===== src/rtl/rfpf_pkg.sv =====
// Package for the radar frame parser with presence filter.
// Holds sizes, frame codes, status codes and the structs shared between the modules.
// Depends on nothing.
`timescale 1ns / 1ps

package rfpf_pkg;

    localparam int MAX_PAYLOAD  = 512;
    localparam int HISTORY_BITS = 8;
    localparam int HDR_LEN      = 8;
    localparam int CAP_LEN      = 12;
    localparam int POS_W        = $clog2(MAX_PAYLOAD + HDR_LEN + 1);
    localparam int LEN_W        = $clog2(MAX_PAYLOAD + 1);
    localparam int CFG_W        = 4;
    localparam int CFG_IDX_W    = 2;

    localparam logic [7:0] SOF_BYTE = 8'h01;

    localparam logic [15:0] TYPE_PHASE    = 16'h0A13;
    localparam logic [15:0] TYPE_A14      = 16'h0A14;
    localparam logic [15:0] TYPE_A15      = 16'h0A15;
    localparam logic [15:0] TYPE_A16      = 16'h0A16;
    localparam logic [15:0] TYPE_PRESENCE = 16'h0F09;
    localparam logic [15:0] TYPE_FFFF     = 16'hFFFF;

    localparam int MIN_LEN_PHASE    = 12;
    localparam int MIN_LEN_SHORT    = 4;
    localparam int MIN_LEN_A16      = 8;
    localparam int MIN_LEN_PRESENCE = 1;

    localparam logic [CFG_W-1:0] WINDOW_RESET   = 4'd5;
    localparam logic [CFG_W-1:0] REQ_TRUE_RESET = 4'd3;
    localparam logic [CFG_W-1:0] REQ_FALSE_RESET = 4'd3;

    typedef enum logic [CFG_IDX_W-1:0] {
        CFG_WINDOW    = 2'd0,
        CFG_REQ_TRUE  = 2'd1,
        CFG_REQ_FALSE = 2'd2
    } cfg_index_t;

    typedef enum logic [1:0] {
        ST_OK      = 2'd0,
        ST_CHECK   = 2'd1,
        ST_REJECT  = 2'd2,
        ST_OVERLEN = 2'd3
    } status_t;

    typedef struct packed {
        logic [CFG_W-1:0] window_samples;
        logic [CFG_W-1:0] required_true;
        logic [CFG_W-1:0] required_false;
    } cfg_t;

    typedef struct packed {
        logic             emit;
        logic             over_len;
        logic             check_ok;
        logic [15:0]      frame_type;
        logic [LEN_W-1:0] len;
        logic [31:0]      word0;
        logic [31:0]      word1;
        logic [31:0]      word2;
    } frame_evt_t;

    typedef struct packed {
        status_t     status;
        logic [15:0] frame_type;
        logic [31:0] word0;
        logic [31:0] word1;
        logic [31:0] word2;
        logic        presence_stable;
        logic        presence_stable_known;
        logic        presence_started;
        logic [31:0] valid_count;
        logic [31:0] checksum_error_count;
        logic [31:0] parse_error_count;
        logic [7:0]  consecutive_errors;
    } result_t;

endpackage


===== src/rtl/rfpf_parser.sv =====
// Byte-level frame parser: start-byte hunt, header capture, payload capture and checks.
// Depends on rfpf_pkg.
`timescale 1ns / 1ps

module rfpf_parser import rfpf_pkg::*; (
    input  logic       clk,
    input  logic       rst_n,
    input  logic       fire,
    input  logic [7:0] rx_byte,
    output frame_evt_t evt
);

    logic [POS_W-1:0] pos_reg, pos_next;
    logic [LEN_W-1:0] len_reg, len_next;
    logic [7:0]       dxor_reg, dxor_next;
    logic [7:0]       hdr_reg [HDR_LEN];
    logic [7:0]       cap_reg [CAP_LEN];

    logic             hunting;
    logic             in_header;
    logic [POS_W-1:0] idx;
    logic             in_payload;
    logic [15:0]      hdr_len;
    logic [7:0]       hdr_xor;
    logic             sof_seen;

    always_comb
    begin
        hunting    = (pos_reg == '0);
        in_header  = !hunting && (pos_reg < POS_W'(HDR_LEN));
        idx        = pos_reg - POS_W'(HDR_LEN);
        in_payload = !hunting && !in_header && (idx < POS_W'(len_reg));
        sof_seen   = hunting && (rx_byte == SOF_BYTE);
        hdr_len    = {hdr_reg[3], hdr_reg[4]};
        hdr_xor    = '0;
        for (int i = 0; i < HDR_LEN - 1; i++)
        begin
            hdr_xor = hdr_xor ^ hdr_reg[i];
        end

        pos_next  = pos_reg;
        len_next  = len_reg;
        dxor_next = dxor_reg;

        evt            = '0;
        evt.frame_type = {hdr_reg[5], hdr_reg[6]};
        evt.len        = len_reg;
        evt.word0      = {cap_reg[3], cap_reg[2], cap_reg[1], cap_reg[0]};
        evt.word1      = {cap_reg[7], cap_reg[6], cap_reg[5], cap_reg[4]};
        evt.word2      = {cap_reg[11], cap_reg[10], cap_reg[9], cap_reg[8]};
        evt.check_ok   = (~hdr_xor == hdr_reg[HDR_LEN-1]) && (~dxor_reg == rx_byte);

        if (hunting)
        begin
            if (sof_seen)
            begin
                pos_next  = POS_W'(1);
                len_next  = '0;
                dxor_next = '0;
            end
        end
        else if (in_header)
        begin
            if (pos_reg == POS_W'(HDR_LEN - 1))
            begin
                if (hdr_len > 16'(MAX_PAYLOAD))
                begin
                    evt.emit     = 1'b1;
                    evt.over_len = 1'b1;
                    pos_next     = '0;
                    len_next     = '0;
                end
                else
                begin
                    len_next = hdr_len[LEN_W-1:0];
                    pos_next = pos_reg + POS_W'(1);
                end
            end
            else
            begin
                pos_next = pos_reg + POS_W'(1);
            end
        end
        else if (in_payload)
        begin
            dxor_next = dxor_reg ^ rx_byte;
            pos_next  = pos_reg + POS_W'(1);
        end
        else
        begin
            evt.emit = 1'b1;
            pos_next = '0;
        end
    end

    always_ff @(posedge clk or negedge rst_n)
    begin
        if (!rst_n)
        begin
            pos_reg  <= '0;
            len_reg  <= '0;
            dxor_reg <= '0;
            for (int k = 0; k < CAP_LEN; k++)
            begin
                cap_reg[k] <= '0;
            end
        end
        else if (fire)
        begin
            pos_reg  <= pos_next;
            len_reg  <= len_next;
            dxor_reg <= dxor_next;
            for (int k = 0; k < CAP_LEN; k++)
            begin
                if (sof_seen)
                begin
                    cap_reg[k] <= '0;
                end
                else if (in_payload && (idx == POS_W'(k)))
                begin
                    cap_reg[k] <= rx_byte;
                end
            end
        end
    end

    always_ff @(posedge clk)
    begin
        if (fire && (hunting ? sof_seen : in_header))
        begin
            hdr_reg[pos_reg[2:0]] <= rx_byte;
        end
    end

endmodule


===== src/rtl/rfpf_tracker.sv =====
// Frame outcome tracker: payload rules, counters, error run and presence majority filter.
// Depends on rfpf_pkg; takes frame events from rfpf_parser.
`timescale 1ns / 1ps

module rfpf_tracker import rfpf_pkg::*; (
    input  logic       clk,
    input  logic       rst_n,
    input  logic       fire,
    input  frame_evt_t evt,
    input  cfg_t       cfg,
    output result_t    res
);

    typedef logic [HISTORY_BITS-1:0] hist_t;

    logic [31:0]      good_reg, good_next;
    logic [31:0]      bad_reg, bad_next;
    logic [31:0]      rej_reg, rej_next;
    logic [7:0]       run_reg, run_next;
    hist_t            hist_reg, hist_next;
    logic [CFG_W-1:0] fill_reg, fill_next;
    logic             stable_reg, stable_next;
    logic             known_reg, known_next;

    logic [CFG_W-1:0] win;
    hist_t            mask;
    hist_t            hist_shift;
    logic [CFG_W-1:0] fill_inc;
    logic [CFG_W-1:0] count;
    logic             pay_ok;
    logic             is_presence;
    logic             raw;
    logic             started;
    logic [7:0]       run_bump;
    status_t          status;

    always_comb
    begin
        if (cfg.window_samples == '0)
        begin
            win = CFG_W'(1);
        end
        else if (cfg.window_samples > CFG_W'(HISTORY_BITS))
        begin
            win = CFG_W'(HISTORY_BITS);
        end
        else
        begin
            win = cfg.window_samples;
        end
        for (int i = 0; i < HISTORY_BITS; i++)
        begin
            mask[i] = (CFG_W'(i) < win);
        end

        raw        = (evt.word0[7:0] != 8'h00);
        hist_shift = ((hist_reg << 1) | HISTORY_BITS'(raw)) & mask;
        fill_inc   = (fill_reg < win) ? fill_reg + CFG_W'(1) : fill_reg;
        count      = '0;
        for (int i = 0; i < HISTORY_BITS; i++)
        begin
            count = count + CFG_W'(hist_shift[i]);
        end

        is_presence = 1'b0;
        case (evt.frame_type)
            TYPE_PHASE:
            begin
                pay_ok = (evt.len >= LEN_W'(MIN_LEN_PHASE))
                         && (evt.word0[30:23] != 8'hFF)
                         && (evt.word1[30:23] != 8'hFF)
                         && (evt.word2[30:23] != 8'hFF);
            end
            TYPE_A14, TYPE_A15, TYPE_FFFF:
            begin
                pay_ok = (evt.len >= LEN_W'(MIN_LEN_SHORT));
            end
            TYPE_A16:
            begin
                pay_ok = (evt.len >= LEN_W'(MIN_LEN_A16));
            end
            TYPE_PRESENCE:
            begin
                pay_ok      = (evt.len >= LEN_W'(MIN_LEN_PRESENCE));
                is_presence = 1'b1;
            end
            default:
            begin
                pay_ok = 1'b1;
            end
        endcase

        run_bump    = (run_reg == 8'hFF) ? run_reg : run_reg + 8'd1;
        good_next   = good_reg;
        bad_next    = bad_reg;
        rej_next    = rej_reg;
        run_next    = run_reg;
        hist_next   = hist_reg;
        fill_next   = fill_reg;
        stable_next = stable_reg;
        known_next  = known_reg;
        started     = 1'b0;

        if (evt.over_len)
        begin
            status   = ST_OVERLEN;
            rej_next = rej_reg + 32'd1;
            run_next = run_bump;
        end
        else if (!evt.check_ok)
        begin
            status   = ST_CHECK;
            bad_next = bad_reg + 32'd1;
            run_next = run_bump;
        end
        else if (!pay_ok)
        begin
            status   = ST_REJECT;
            rej_next = rej_reg + 32'd1;
            run_next = run_bump;
        end
        else
        begin
            status    = ST_OK;
            good_next = good_reg + 32'd1;
            run_next  = '0;
            if (is_presence)
            begin
                hist_next = hist_shift;
                fill_next = fill_inc;
                if (fill_inc < win)
                begin
                    known_next = 1'b0;
                end
                else if (count >= cfg.required_true)
                begin
                    stable_next = 1'b1;
                    known_next  = 1'b1;
                end
                else if ((win - count) >= cfg.required_false)
                begin
                    stable_next = 1'b0;
                    known_next  = 1'b1;
                end
                else
                begin
                    known_next = 1'b0;
                end
                started = known_next && stable_next && !stable_reg;
            end
        end

        res.status                = status;
        res.frame_type            = evt.frame_type;
        res.word0                 = evt.over_len ? 32'd0 : evt.word0;
        res.word1                 = evt.over_len ? 32'd0 : evt.word1;
        res.word2                 = evt.over_len ? 32'd0 : evt.word2;
        res.presence_stable       = stable_next;
        res.presence_stable_known = known_next;
        res.presence_started      = started;
        res.valid_count           = good_next;
        res.checksum_error_count  = bad_next;
        res.parse_error_count     = rej_next;
        res.consecutive_errors    = run_next;
    end

    always_ff @(posedge clk or negedge rst_n)
    begin
        if (!rst_n)
        begin
            good_reg   <= '0;
            bad_reg    <= '0;
            rej_reg    <= '0;
            run_reg    <= '0;
            hist_reg   <= '0;
            fill_reg   <= '0;
            stable_reg <= 1'b0;
            known_reg  <= 1'b0;
        end
        else if (fire)
        begin
            good_reg   <= good_next;
            bad_reg    <= bad_next;
            rej_reg    <= rej_next;
            run_reg    <= run_next;
            hist_reg   <= hist_next;
            fill_reg   <= fill_next;
            stable_reg <= stable_next;
            known_reg  <= known_next;
        end
    end

endmodule


===== src/rtl/radar_frame_parser_presence_filter_core.sv =====
// Top level of the radar frame parser with presence filter.
// Depends on rfpf_pkg, rfpf_parser and rfpf_tracker.
`timescale 1ns / 1ps

// The core takes one received byte per clock cycle and yields one result beat for each
// finished or rejected frame. A byte is held in an input register while the parser and
// tracker process it; the result of a frame-ending byte is captured in the output register.
// Bytes that end no frame keep flowing while a result waits on out_stall; only a frame-ending
// byte waits for the output register to free.
module radar_frame_parser_presence_filter_core import rfpf_pkg::*; (
    input  logic                 clk,
    input  logic                 rst_n,
    input  logic                 cfg_we,
    input  logic [CFG_IDX_W-1:0] cfg_index,
    input  logic [CFG_W-1:0]     cfg_data,
    input  logic                 in_valid,
    output logic                 in_stall,
    input  logic [7:0]           rx_byte,
    output logic                 out_valid,
    input  logic                 out_stall,
    output logic [1:0]           status,
    output logic [15:0]          frame_type,
    output logic [31:0]          word0,
    output logic [31:0]          word1,
    output logic [31:0]          word2,
    output logic                 presence_stable,
    output logic                 presence_stable_known,
    output logic                 presence_started,
    output logic [31:0]          valid_count,
    output logic [31:0]          checksum_error_count,
    output logic [31:0]          parse_error_count,
    output logic [7:0]           consecutive_errors
);

    cfg_t       cfg_reg;
    logic       s1_valid_reg;
    logic [7:0] s1_byte_reg;
    logic       out_valid_reg;
    result_t    res_reg;

    frame_evt_t evt;
    result_t    res;
    logic       out_free;
    logic       s1_fire;
    logic       emit_fire;

    assign out_free  = !out_valid_reg || !out_stall;
    assign s1_fire   = s1_valid_reg && (!evt.emit || out_free);
    assign emit_fire = s1_fire && evt.emit;
    assign in_stall  = s1_valid_reg && !s1_fire;

    rfpf_parser u_parser (
        .clk     (clk),
        .rst_n   (rst_n),
        .fire    (s1_fire),
        .rx_byte (s1_byte_reg),
        .evt     (evt)
    );

    rfpf_tracker u_tracker (
        .clk   (clk),
        .rst_n (rst_n),
        .fire  (emit_fire),
        .evt   (evt),
        .cfg   (cfg_reg),
        .res   (res)
    );

    always_ff @(posedge clk or negedge rst_n)
    begin
        if (!rst_n)
        begin
            cfg_reg.window_samples <= WINDOW_RESET;
            cfg_reg.required_true  <= REQ_TRUE_RESET;
            cfg_reg.required_false <= REQ_FALSE_RESET;
        end
        else if (cfg_we)
        begin
            case (cfg_index)
                CFG_WINDOW:    cfg_reg.window_samples <= cfg_data;
                CFG_REQ_TRUE:  cfg_reg.required_true  <= cfg_data;
                CFG_REQ_FALSE: cfg_reg.required_false <= cfg_data;
                default:       cfg_reg <= cfg_reg;
            endcase
        end
    end

    always_ff @(posedge clk or negedge rst_n)
    begin
        if (!rst_n)
        begin
            s1_valid_reg  <= 1'b0;
            out_valid_reg <= 1'b0;
        end
        else
        begin
            if (in_valid && !in_stall)
            begin
                s1_valid_reg <= 1'b1;
            end
            else if (s1_fire)
            begin
                s1_valid_reg <= 1'b0;
            end
            if (emit_fire)
            begin
                out_valid_reg <= 1'b1;
            end
            else if (!out_stall)
            begin
                out_valid_reg <= 1'b0;
            end
        end
    end

    always_ff @(posedge clk)
    begin
        if (in_valid && !in_stall)
        begin
            s1_byte_reg <= rx_byte;
        end
        if (emit_fire)
        begin
            res_reg <= res;
        end
    end

    assign out_valid             = out_valid_reg;
    assign status                = res_reg.status;
    assign frame_type            = res_reg.frame_type;
    assign word0                 = res_reg.word0;
    assign word1                 = res_reg.word1;
    assign word2                 = res_reg.word2;
    assign presence_stable       = res_reg.presence_stable;
    assign presence_stable_known = res_reg.presence_stable_known;
    assign presence_started      = res_reg.presence_started;
    assign valid_count           = res_reg.valid_count;
    assign checksum_error_count  = res_reg.checksum_error_count;
    assign parse_error_count     = res_reg.parse_error_count;
    assign consecutive_errors    = res_reg.consecutive_errors;

    a_overlen_words_zero: assert property (@(posedge clk) disable iff (!rst_n)
        out_valid && (status == ST_OVERLEN) |-> (word0 == '0) && (word1 == '0) && (word2 == '0))
        else $error("over-length result carries payload words");

    a_started_is_stable: assert property (@(posedge clk) disable iff (!rst_n)
        out_valid && presence_started |->
            presence_stable && presence_stable_known && (status == ST_OK))
        else $error("presence start pulse without a stable good presence frame");

    a_ok_clears_run: assert property (@(posedge clk) disable iff (!rst_n)
        out_valid && (status == ST_OK) |-> (consecutive_errors == 8'd0))
        else $error("good frame left a nonzero error run");

    a_result_from_fire: assert property (@(posedge clk) disable iff (!rst_n)
        $rose(out_valid) |-> $past(emit_fire))
        else $error("result appeared without a frame-ending byte");

endmodule


===== config.mk =====
export PLATFORM = sky130hd
export DESIGN_NAME = radar_frame_parser_presence_filter_core
export DESIGN_NICKNAME = d
export VERILOG_FILES = /design/src/rtl/rfpf_pkg.sv /design/src/rtl/rfpf_parser.sv /design/src/rtl/rfpf_tracker.sv /design/src/rtl/radar_frame_parser_presence_filter_core.sv
export SDC_FILE = /design/constraint.sdc
export NUM_CORES = 1
export LEC_CHECK = 0
export ABC_AREA = 1
export BUFFER_PORTS_ARGS = -buffer_cell sky130_fd_sc_hd__clkbuf_2
export CAP_MARGIN = 0
export CORE_ASPECT_RATIO = 0.75
export CORE_MARGIN = 2
export CORE_UTILIZATION = 54
export CTS_CLUSTER_DIAMETER = 100
export DETAILED_ROUTE_END_ITERATION = 16
export PLACE_DENSITY = 0.81
export SKIP_LAST_GASP = 1
export SYNTH_ARGS = -nofsm -noshare
export SYNTH_HDL_FRONTEND = slang
export SYNTH_HIERARCHICAL = 1
export SYNTH_SLANG_ARGS = --single-unit

===== constraint.sdc =====
create_clock -name clk -period 7.9 [get_ports clk]
set_input_delay 0.395 -clock clk [delete_from_list [all_inputs] [get_ports clk]]
set_output_delay 0.395 -clock clk [all_outputs]
set_load 0.02 [all_outputs]

### Word level (Yosys, flattened, before mapping)

Memories as Yosys holds them, arrays and structs flattened.
Cells that the tools add are included.

* add/sub/neg operators: 15
* $lt $le $gt $ge: 20
* equal/unequal tests: 30
* muxes and demuxes: 93
* bitwise logic cells: 15
* reduce and logical (&&, ||, !) cells: 80

Operator list (number)
* two-way mux 32 bit: 8
* two-way mux 8 bit: 32
* two-way mux 10 bit: 11
* adder 32 x 1 -> 32 bit, second input constant: 3
* equality test 16 x 12 -> 1 bit, second input constant: 5
* bitwise XOR 8 bit: 7
* equality test 10 x 3 -> 1 bit, second input constant: 5
* equality test 10 x 4 -> 1 bit, second input constant: 4
* two-way mux 1 bit: 33
* AND reduction 2 bit: 16
* nonzero test 2 bit: 16
* logical AND 1 bit: 27
* != test 8 bit, second input constant: 3
* adder 4 x 1 -> 4 bit: 5
* equality test 10 x 2 -> 1 bit, second input constant: 2
* greater-or-equal comparator 10 x 4 -> 1 bit, second input constant: 2
* logical NOT 10 bit: 2
* equality test 16 bit, second input constant: 1
* equality test 8 bit: 2
* > comparator 16 x 10 -> 1 bit, second input constant: 1
* less-than comparator 3 x 4 -> 1 bit, first input constant: 4
* inverter 8 bit: 2
* two-way mux 4 bit: 3
* adder 10 x 1 -> 10 bit, second input constant: 1
* 37 further kinds: 58

* flip-flop bits (word level): 484
* bits in writable memories: 64
* output and inout port bits: 223
* logic and storage cells: 296
* memories kept: 1

Memory list
* u_parser.hdr_reg: depth 8, bits a word 8, rd ports 8, clocked after memory_dff 0, wr ports 1, RTL line rfpf_parser.sv:16 `logic [7:0] hdr_reg [HDR_LEN];`

### Logic depth before layout (Yosys ltp)

* depth after elaboration: 25
* gate-level depth with buffers: 27
* gate-level depth less buffers: 27

### Cells and area by module

Netlist, hierarchy kept.

By module, submodules not included
* rfpf_tracker: times used 1, cells an instance 1770, area an instance 10810.4 µm²
* rfpf_parser: times used 1, cells an instance 1020, area an instance 9138.8 µm²
* radar_frame_parser_presence_filter_core: times used 1, cells an instance 298, area an instance 7499.7 µm²

### Least setup slack after synthesis

OpenSTA, ideal clock, no wires.

* path kind: register to register
* start point: register u_parser.pos_reg[3]
* end point: register u_tracker.good_reg[10]
* library setup time: 118 ps
* arrival time: 7644 ps
* data required time: 7782 ps
* slack: 138 ps
* cell stages (with the launch flop): 23
* buffers on the path: 3
* period minus slack after synthesis: 7762 ps
* path through: dfrtp_1 > inv_2 > ha_1 > inv_1 > nor2_1 > nand3_1 > nor2_1 > nor2_1 > ha_1 > nand2_1 > nor2_1 > o21ai_0 > nand4_1 > nand2_1 > a21oi_1 > nand3_1 > inv_1 > clkbuf_1 > clkinv_1 > clkbuf_1 > clkbuf_1 > nand2_1 > nand2_1

RTL lines
* from (decl): RTL line rfpf_parser.sv:13 `logic [POS_W-1:0] pos_reg, pos_next;`
* from (signal assigned): RTL line rfpf_parser.sv:110 `pos_reg <= pos_next;`
* to (signal assigned): RTL line rfpf_tracker.sv:182 `good_reg <= good_next;`
* to (decl): RTL line rfpf_tracker.sv:16 `logic [31:0] good_reg, good_next;`

==> impl_results.md <==
- Die height: 199 um
- EDFF count, synth: 293
- Achievable frequency: 197 MHz
- Critical Path Start Type: register
- Slew Viols, Final: 0
- CTS tree: built
- Via count: 21,394
- Worst path max stage delay: 0.55 ns
- Yosys warns: 6
- CTS Buf Count: 53
- Gp weighted congestion: 0.931
- Cell Rows: 71
- Power per cell area: 365 mW/mm^2
- Initial core utilization: 54.7%
- Nets@finish: 3,355
- # placed instances: 3,883
- Clk_skew: 0.0330 ns
- Core area: 0.0502 mm^2
- Fin crit period: 5.07 ns
- Peak supply drop: 0.464 mV
- Final Cell Area: 0.0309 mm^2
- Status: finished clean
- Grt met2 use: 36.3%
- DR vias/cell: 5.36
- WP data arrival: 5.42 ns
- Most used cell, CP: nand2_1
- # hold bufs at CTS: 10
- Layout cell share with drive strength beyond 1: 14.4%
- Most common cell in the netlist: nand2_1
- Wire per inst: 16.9 um
- IO Count: 242
- Antenna Nets Post-Route: 0
- Grt peak-use layer: met1
- Die Area: 0.0527 mm^2
- Syn avg cell area: 8.89 um^2
- Slowest cell on crit path: dfstp_2
- Resize count post-CTS: 0
- CP cell instances: nor2_1 > inv_1 > nand2_1 > fa_1 > fa_1 > fa_1 > inv_1 > ha_1 > inv_1 > fa_1 > xor2_1 > ha_1 > a21oi_1 > o21ai_0 > xor2_1 > ha_1 > nand2_1 > inv_1 > o21ai_0 > nand2_1 > a31oi_1 > nand2_1 > nand2_1 > o21ai_0
- Commonest cells in the netlist: nand2_1, inv_1, edfxtp_1
- Drt pass-1 iters: 6
- Grt met1 use: 40.6%
- Initial drt markers: 2,435
- Mapped Cells: 3,088
- Hold path depth: 3
- Synthesized area: 0.0274 mm^2
- Synth top area cells: edfxtp_1, dfrtp_1, nand2_1
- Drt drc: 0
- Die X: 264 um
- Core Util, Final: 61.5%
- Ys flop type: edfxtp_1
- Overall Power: 11,300 uW
- Cells on worst reg2reg path: 24
- Final Setup Violations: 0
- Antenna violations before repair: 2
- Area delta synth->final: 12.5%
- PortBufs: 241
- Area share of the largest cell type after synthesis: 32.1%
- Postcts setup bufs: 0
- Slew headroom: 18.3%
- Final Hold Viols: 0
- Setup CP Type: register to register
- GRT Total Usage: 25.6%
- Synthesized Nets: 3,152
- DPL Wire Length: 44,900 um
- Max Buffers Root-to-Sink: 3
- Max reg flops: 96
- Yosys reg bits: 548
- Static leakage: 0.0146 uW
- Root Driver: clkbuf_16
- Tcrit/Tclk final: 64.2%
- R2r setup slk: 2.83 ns
- Endpoint class of the critical path: register
- Max cap viols: 0
- Met3 Track Usage GR: 4.24%
- Vias in the first global route: 19,559
- Worst-skew pair later-pin latency: 0.63 ns
- Worst path required time: 8.24 ns
- Seq/Total Area, Yosys: 55.3%
- Area leader, netlist: edfxtp_1
- Largest net degree at the start of global routing: 159
- Ys async rst share: 46.5%
- Worst Path Max Fanout: 5
- Remaining Overflow, GRT: 0
- Reg clk slew, reported paths: 0.06 ns
- Global-route wire length before repair: 106,000 um
- H-Tree Depth: 2
- Worst-margin pin slew: 1.22 ns
- Clock sinks: 548
- Setup TNS: 0 ns
- Drt total wl: 67,500 um
- Placed Area: 0.0290 mm^2
- Diode count: 0
- RSZ-0062 raised after global routing: no
- Fin cells: 3,993
- Synth cell types: 60
- Hold/Removal Path Class: input pin to register
## critical path: cells and delay by family (launching register included)
kind	cells	cell delay [ns]
and+or+nand+nor	6	0.45
buffers and inverters	4	0.30
AOI/OAI and AO/OA	5	0.58
adders and majority gates	7	2.55
DFF	1	0.55
xor gates and xnor gates	2	0.38
## power by group
| group | internal (uW) | switching (uW) |
|---|---|---|
| clock | 1490 | 1140 |
| combinational | 946 | 3040 |
| sequential | 4250 | 409 |
## cells in the final DEF (no fill, tap or decap), types with 10 or more instances in the layout
cell type / count
a21oi_1: 14
buf_4: 15
clkbuf_1: 16
clkbuf_16: 53
clkbuf_2: 240
dfrtp_1: 249
dlygate4sd3_1: 10
edfxtp_1: 293
ha_1: 40
inv_1: 359
inv_2: 16
nand2_1: 1025
nand2_4: 25
nand3_1: 199
nand3b_1: 11
nand4_1: 46
nor2_1: 244
nor2_2: 13
nor3_1: 64
o21ai_0: 78
o21ai_1: 39
o21ai_2: 20
xnor2_1: 30
xor2_1: 89
## metal layers
layer / vias to the layer above / wire [um]
met5: - / 0
met4: 0 / 1440
met3: 102 / 6110
met2: 976 / 27900
met1: 10071 / 32000
li1: 10245 / -
## cells by family (layout without fill, tap and decap cells)
group,Yosys count,after routing,synth area share (%)
buffers and inverters,502,750,7.64
muxes,1,1,0.0410
AOI/OAI and AO/OA,174,174,3.70
and+or+nand+nor,1698,1698,27.2
xor gates and xnor gates,120,120,3.86
DFF,548,548,55.3
adders and majority gates,45,45,2.19
## cell type report
| cell class | count | area [um^2] |
|---|---|---|
| timing repair buffer | 268 | 1470 |
| sequential | 548 | 15200 |
| multi-input combinational | 2038 | 10200 |
| fill | 4116 | 19300 |
| inverter | 382 | 1450 |
| clock inverter | 28 | 363 |
| clock buffer | 72 | 1430 |
| tap | 657 | 822 |
## final timing paths
kind / startpoint / endpoint
hold reg to reg: cfg_reg[1] / cfg_reg[1]
setup / recovery: cfg_reg[10] / presence_stable_known
setup reg to reg: cfg_reg[10] / presence_stable_known
max in group asynchronous: rst_n / u_parser/pos_reg[1]
min in group asynchronous: rst_n / u_tracker/bad_reg[31]
hold / removal: cfg_data[2] / cfg_reg[10]
## metrics by stage
stage,hold slack [ns],worst slack [ns]
detailed placement,0.459,2.85
floorplan,0.0994,0.138
CTS,0.00877,2.83
finish,0.0461,2.83
global route,0.0313,2.52
global placement,0.454,2.96
(Power assumes the default switching activity.)
